==> config.mk <==
export PLATFORM = sky130hd
export DESIGN_NAME = websocket_frame_encoder_unit
export DESIGN_NICKNAME = d
export VERILOG_FILES = /design/src/rtl/wsfe_pkg.sv /design/src/rtl/wsfe_hdr_sel.sv /design/src/rtl/wsfe_mask_unit.sv /design/src/rtl/websocket_frame_encoder_unit.sv
export SDC_FILE = /design/constraint.sdc
export NUM_CORES = 1
export LEC_CHECK = 0
export CAP_MARGIN = 15
export CORE_MARGIN = 2
export CORE_UTILIZATION = 35
export DETAILED_ROUTE_END_ITERATION = 10
export DONT_BUFFER_PORTS = 1
export REMOVE_ABC_BUFFERS = 1
export SYNTH_ARGS = -nofsm -noshare
export SYNTH_HDL_FRONTEND = slang
export SYNTH_SLANG_ARGS = --single-unit
export TNS_END_PERCENT = 10
==> constraint.sdc <==
create_clock -name i_clk -period 9.31 [get_ports i_clk]
set_input_delay 1.3965 -clock i_clk [delete_from_list [all_inputs] [get_ports i_clk]]
set_output_delay 1.3965 -clock i_clk [all_outputs]
set_load 0.05 [all_outputs]
==> src/rtl/wsfe_pkg.sv <==
`default_nettype none

package wsfe_pkg;

    localparam logic       CMD_START      = 1'b0;
    localparam logic       CMD_DATA       = 1'b1;

    localparam logic [63:0] LEN_DIRECT_MAX = 64'd125;
    localparam logic [63:0] LEN_16_MAX     = 64'd65535;
    localparam logic [6:0]  LEN_CODE_16    = 7'd126;
    localparam logic [6:0]  LEN_CODE_64    = 7'd127;

    localparam logic [3:0]  EXT_BYTES_16   = 4'd2;
    localparam logic [3:0]  EXT_BYTES_64   = 4'd8;
    localparam logic [3:0]  KEY_BYTES      = 4'd4;
    localparam logic [3:0]  BASE_BYTES     = 4'd2;

    typedef enum logic [1:0] {
        LK_DIRECT,
        LK_16,
        LK_64
    } t_len_kind;

    typedef struct packed {
        logic        fin;
        logic        rsv1;
        logic        rsv2;
        logic        rsv3;
        logic [3:0]  opcode;
        logic        mask_enable;
        logic [31:0] mask_key;
        logic [63:0] payload_length;
        t_len_kind   len_kind;
    } t_hdr;

    typedef struct packed {
        logic load;
        logic step;
    } t_mask_ctl;

endpackage

`default_nettype wire

==> src/rtl/wsfe_hdr_sel.sv <==
`default_nettype none

module wsfe_hdr_sel (
    input  wsfe_pkg::t_hdr i_hdr,
    input  logic [3:0]     i_idx,
    output logic [7:0]     o_byte,
    output logic           o_last
);
    import wsfe_pkg::*;

    logic [3:0] ext_bytes;
    logic [3:0] total;
    logic [3:0] len_pos;
    logic [3:0] key_pos;
    logic [2:0] len_sel;
    logic [1:0] key_sel;
    logic [6:0] len_code;

    always_comb begin
        case (i_hdr.len_kind)
            LK_DIRECT: begin
                ext_bytes = 4'd0;
                len_code  = i_hdr.payload_length[6:0];
            end
            LK_16: begin
                ext_bytes = EXT_BYTES_16;
                len_code  = LEN_CODE_16;
            end
            LK_64: begin
                ext_bytes = EXT_BYTES_64;
                len_code  = LEN_CODE_64;
            end
            default: begin
                ext_bytes = 4'd0;
                len_code  = i_hdr.payload_length[6:0];
            end
        endcase

        total   = BASE_BYTES + ext_bytes + (i_hdr.mask_enable ? KEY_BYTES : 4'd0);
        len_pos = i_idx - BASE_BYTES;
        key_pos = i_idx - BASE_BYTES - ext_bytes;
        len_sel = (ext_bytes[2:0] - 3'd1) - len_pos[2:0];
        key_sel = 2'd3 - key_pos[1:0];

        if (i_idx == 4'd0) begin
            o_byte = {i_hdr.fin, i_hdr.rsv1, i_hdr.rsv2, i_hdr.rsv3, i_hdr.opcode};
        end else if (i_idx == 4'd1) begin
            o_byte = {i_hdr.mask_enable, len_code};
        end else if (len_pos < ext_bytes) begin
            o_byte = i_hdr.payload_length[len_sel*8 +: 8];
        end else begin
            o_byte = i_hdr.mask_key[key_sel*8 +: 8];
        end

        o_last = (i_idx == total - 4'd1);
    end

endmodule

`default_nettype wire

==> src/rtl/wsfe_mask_unit.sv <==
`default_nettype none

module wsfe_mask_unit (
    input  logic                i_clk,
    input  logic                i_rst_n,
    input  wsfe_pkg::t_mask_ctl i_ctl,
    input  logic                i_mask_enable,
    input  logic [31:0]         i_mask_key,
    input  logic [7:0]          i_data_byte,
    output logic [7:0]          o_data_byte
);
    import wsfe_pkg::*;

    logic        r_masking_on;
    logic [31:0] r_key_store;
    logic [1:0]  r_key_pos;
    logic        n_masking_on;
    logic [31:0] n_key_store;
    logic [1:0]  n_key_pos;
    logic [1:0]  key_sel;

    always_comb begin
        n_masking_on = r_masking_on;
        n_key_store  = r_key_store;
        n_key_pos    = r_key_pos;
        if (i_ctl.load) begin
            n_masking_on = i_mask_enable;
            n_key_store  = i_mask_key;
            n_key_pos    = 2'd0;
        end else if (i_ctl.step) begin
            n_key_pos = r_key_pos + 2'd1;
        end
    end

    always_ff @(posedge i_clk) begin
        if (!i_rst_n) begin
            r_masking_on <= 1'b0;
            r_key_store  <= '0;
            r_key_pos    <= '0;
        end else begin
            r_masking_on <= n_masking_on;
            r_key_store  <= n_key_store;
            r_key_pos    <= n_key_pos;
        end
    end

    assign key_sel     = 2'd3 - r_key_pos;
    assign o_data_byte = r_masking_on ? (i_data_byte ^ r_key_store[key_sel*8 +: 8])
                                      : i_data_byte;

endmodule

`default_nettype wire

==> src/rtl/websocket_frame_encoder_unit.sv <==
`default_nettype none

// WebSocket (RFC 6455) frame encoder, sending side. A start transaction
// (cmd 0) is held in the input register and its header goes out one byte
// per cycle unless stalled: 2 bytes, plus 0, 2 or 8 extended length bytes,
// plus 4 key bytes when masking is on, so 2 to 14 bytes. A payload
// transaction (cmd 1) leaves as a single byte, XORed with the running key
// byte when the last start enabled masking, so payload streams at one
// byte per cycle unless stalled. The byte counter of the header
// serializer sets the rate of start transactions. Output bytes pass
// through a result register; run_last marks the final byte of each input
// transaction. Payload count is not checked against the header length.
module websocket_frame_encoder_unit (
    input  logic        i_clk,
    input  logic        i_rst_n,
    input  logic        i_in_valid,
    output logic        o_in_stall,
    input  logic        i_cmd,
    input  logic        i_fin,
    input  logic        i_rsv1,
    input  logic        i_rsv2,
    input  logic        i_rsv3,
    input  logic [3:0]  i_opcode,
    input  logic        i_mask_enable,
    input  logic [31:0] i_mask_key,
    input  logic [63:0] i_payload_length,
    input  logic [7:0]  i_data_byte,
    output logic        o_out_valid,
    input  logic        i_out_stall,
    output logic [7:0]  o_out_byte,
    output logic        o_run_last
);
    import wsfe_pkg::*;

    logic       r_a_valid;
    logic       r_cmd;
    t_hdr       r_hdr;
    logic [7:0] r_data;
    logic [3:0] r_idx;
    logic       r_out_valid;
    logic [7:0] r_out_byte;
    logic       r_out_last;

    t_hdr       n_hdr;
    t_mask_ctl  mask_ctl;
    logic [7:0] hdr_byte;
    logic       hdr_last;
    logic [7:0] masked_byte;
    logic       out_load;
    logic       a_fire;
    logic       a_last;
    logic [7:0] a_byte;
    logic       in_acc;

    always_comb begin
        n_hdr.fin            = i_fin;
        n_hdr.rsv1           = i_rsv1;
        n_hdr.rsv2           = i_rsv2;
        n_hdr.rsv3           = i_rsv3;
        n_hdr.opcode         = i_opcode;
        n_hdr.mask_enable    = i_mask_enable;
        n_hdr.mask_key       = i_mask_key;
        n_hdr.payload_length = i_payload_length;
        if (i_payload_length <= LEN_DIRECT_MAX) begin
            n_hdr.len_kind = LK_DIRECT;
        end else if (i_payload_length <= LEN_16_MAX) begin
            n_hdr.len_kind = LK_16;
        end else begin
            n_hdr.len_kind = LK_64;
        end
    end

    wsfe_hdr_sel u_hdr_sel (
        .i_hdr  (r_hdr),
        .i_idx  (r_idx),
        .o_byte (hdr_byte),
        .o_last (hdr_last)
    );

    wsfe_mask_unit u_mask (
        .i_clk         (i_clk),
        .i_rst_n       (i_rst_n),
        .i_ctl         (mask_ctl),
        .i_mask_enable (r_hdr.mask_enable),
        .i_mask_key    (r_hdr.mask_key),
        .i_data_byte   (r_data),
        .o_data_byte   (masked_byte)
    );

    assign out_load      = !r_out_valid || !i_out_stall;
    assign a_fire        = r_a_valid && out_load;
    assign a_last        = (r_cmd == CMD_DATA) ? 1'b1 : hdr_last;
    assign a_byte        = (r_cmd == CMD_DATA) ? masked_byte : hdr_byte;
    assign mask_ctl.load = a_fire && (r_cmd == CMD_START) && (r_idx == 4'd0);
    assign mask_ctl.step = a_fire && (r_cmd == CMD_DATA);
    assign o_in_stall    = r_a_valid && !(a_fire && a_last);
    assign in_acc        = i_in_valid && !o_in_stall;

    always_ff @(posedge i_clk) begin
        if (!i_rst_n) begin
            r_a_valid   <= 1'b0;
            r_idx       <= '0;
            r_out_valid <= 1'b0;
        end else begin
            if (in_acc) begin
                r_a_valid <= 1'b1;
            end else if (a_fire && a_last) begin
                r_a_valid <= 1'b0;
            end
            if (a_fire) begin
                r_idx <= a_last ? 4'd0 : r_idx + 4'd1;
            end
            if (out_load) begin
                r_out_valid <= r_a_valid;
            end
        end
    end

    always_ff @(posedge i_clk) begin
        if (in_acc) begin
            r_cmd  <= i_cmd;
            r_hdr  <= n_hdr;
            r_data <= i_data_byte;
        end
        if (a_fire) begin
            r_out_byte <= a_byte;
            r_out_last <= a_last;
        end
    end

    assign o_out_valid = r_out_valid;
    assign o_out_byte  = r_out_byte;
    assign o_run_last  = r_out_last;

endmodule

`default_nettype wire

==> impl_metrics.ini <==
[outcome]
status = complete, no violations

[setup_path]
crit_arrival_ps = 4290
critPathBufInv = 2
cp-start-kind = flip-flop
cp_top_family = buffers and inverters
crit_chain = inv_2, o41a_1, o21a_1, nor2b_4, buf_4
path_max_fanout = 87
rr_startpoint = r_idx[0]
critical_path_required_ps = 9350
end_kind = flip-flop
crit_start = r_idx[0]
critical_path_class = reg2reg
cp_slowest_cell = buf_4
critical-path-max-stage-delay_ps = 910

[clock_tree]
cts_hold_buf = 0
clock_latency_ps = 420
numCtsBuffers = 17
cts_resized = 0
clk_pin_slew_ps = 60
clockRootBuffer = clkbuf_16
cts_sinks = 166
cts_tree = built
h-tree-depth = 4
postCtsSetupBuffers = 0
cts_max_path_buffers = 2

[timing]
setup-violations-final = 0
tightest_slew_ps = 1110
tns_ps = 0
slew_headroom_pct = 26.1
fin_crit_ps = 4250
hold_viol = 0
setup_ws_ps = 5060
fin_skew_ps = 6.60
fin_crit_sh_pct = 45.6
max_freq_mhz = 235
finalMaxSlewViolations = 0
rsz0062_at_grt = no

[power_and_ir_drop]
p_int_uw = 1260
power_uw = 1650
p_sw_uw = 394
p_per_area_nw_per_um2 = 212
p_comb_share_pct = 5.6
clkPwrFrac_pct = 41.1
p_sw_share_pct = 23.9
ir_drop_mv = 0.0991
seq_power_share_pct = 53.3
p_leak_uw = 0.00253

[grt]
first_global_vias = 4225
grt_overflow_total = 0
grt_max_degree = 88
grt_pass1_wl_mm = 24.9
grt_usage_pct = 15.8
grt_antenna_before_repair = 3

[floorplanning]
core_sq_um = 20000
num_rows = 52
initial_utilization_pct = 35.4
die_area_sq_um = 21400
die_h_um = 146
die_w_um = 146
ios = 129

[place]
finalWeightedCongestion = 0.912
placed_cells = 756
pre_cts_ws_ps = 5020
hpwl_mm = 12.0
io_buffer_count = 0

[cells_and_area]
area_growth_pct = 9.90
final_util_pct = 38.9
layout_common_cells = 125 x edfxtp_1, 78 x nand2_1, 41 x dfxtp_1
final_common_cell = edfxtp_1
layout-drive-gt1-share_pct = 16.6
num-nets-final = 632
fin_cells = 789
fillers = 1932

[synthesis]
ys_warn_count = 0
synth-seq-cells = 166
synth_seq_area_share_pct = 64.4
yosysTopAreaCellShare_pct = 52.9
async_reset_ff_share_pct = 0
synth_cells = 507
yosys.area.top_type = edfxtp_1
synthFlopType = edfxtp_1
synth_area_per_cell_sq_um = 14.0
synth_area_sq_um = 7100
yosysUniqueCellTypes = 49
ys_top_cells_by_area = edfxtp_1 53%, dfxtp_1 12%, mux4_2 5.1%, nand2_1 4.1%, a21oi_1 2.5%
synth_edf_count = 125

[routing]
via_per_inst = 5.28
wl_per_cell_um = 20.9
firstDrtPassIters = 5
drt_wl_total_mm = 16.5
antenna_left = 0
drc = 0
vias = 4167
drt_iter0_drc = 396

[worst_hold_path]
hold_class = reg2reg
min-delay-start = u_mask.r_key_store[1]

[job]
maxCapViolations = 0
sequential cells by signal, indices dropped and copies added (netlist names):
name and flops:
r_data 8, o_run_last 1, o_out_valid 1, u_mask.r_key_store 32, u_mask.r_masking_on 1, r_cmd 1
u_mask.r_key_pos 2, r_idx 4, r_a_valid 1, o_out_byte 8, r_hdr 107
cells by family (layout without fill, tap and decap cells):
logic type	after synthesis	after routing	share of synthesized area (%)
mux	48	48	9.87
fa+ha+maj	9	9	1.59
flops	166	166	64.4
simple gates	137	137	9.50
compound gates	99	99	9.61
buf+inv	43	53	4.39
xor+xnor	5	5	0.617
other cells	0	2	0
synthesized netlist by cell type, types with 7 or more instances:
library cell	n
ha_1	9
o21ai_0	11
a221o_1	7
o22ai_1	7
a21oi_1	36
edfxtp_1	125
nand2b_1	8
nor4_1	13
o211ai_1	9
and3_1	8
nor2_1	7
dfxtp_1	41
a222oi_1	8
mux2i_1	16
inv_1	18
mux2_2	16
nand2_1	78
mux4_2	16
a21oi_2	10
worst register-to-register path: stages (launching register included):
cell,delay [ps]
dfxtp_1,890
inv_2,170
o41a_1,580
o21a_1,450
nor2b_4,760
buf_4,940
layout make-up:
cell class / instances / area, sq um / share of cell area (%)
sequential: 166 / 4570 / 58.6
multi-input combinational: 298 / 2220 / 28.5
clock buffer: 17 / 425 / 5.45
tap: 270 / 338 / 4.33
clock inverter: 14 / 143 / 1.83
inverter: 19 / 71.3 / 0.914
timing repair buffer: 3 / 22.5 / 0.289
antenna: 2 / 5.00 / 0.0641
layer usage:
metal | GRT usage, % | part of all wire, % | vias up
li1 | - | - | 1937
met1 | 19.5 | 43 | 2059
met2 | 25.0 | 47 | 148
met3 | 6.88 | 8.3 | 21
met4 | 5.10 | 1.7 | 2
met5 | 0 | 0.079 | -
power by group through the flow:
stage          clock network [uW]  registers, uW  logic, uW
2_1_floorplan                   0            892       68.4
3_3_place_gp                    0            895       90.9
3_5_place_dp                    0            896       93.3
4_1_cts                       689            880       93.8
5_1_grt                       725            884        102
6_report                      678            880       92.9
final timing paths:
path | slack, ps | cells past startpoint | end
worst max register to register | 5060 | 5 | r_hdr[105]
worst max-delay path | 5060 | 5 | r_hdr[105]
worst min register to register | 460 | 2 | u_mask.r_key_store[1]
worst min-delay path | 460 | 2 | u_mask.r_key_store[1]
through the flow:
stage                     cell area (sq um)  hold WS [ps]
final                                  7800           457
after global routing                   7800           479
after floorplan                        6860           433
after CTS                              7800           457
after detailed placement               7230           447
after global placement                 7230           443
Note: power is estimated with default switching activity, not from simulation.
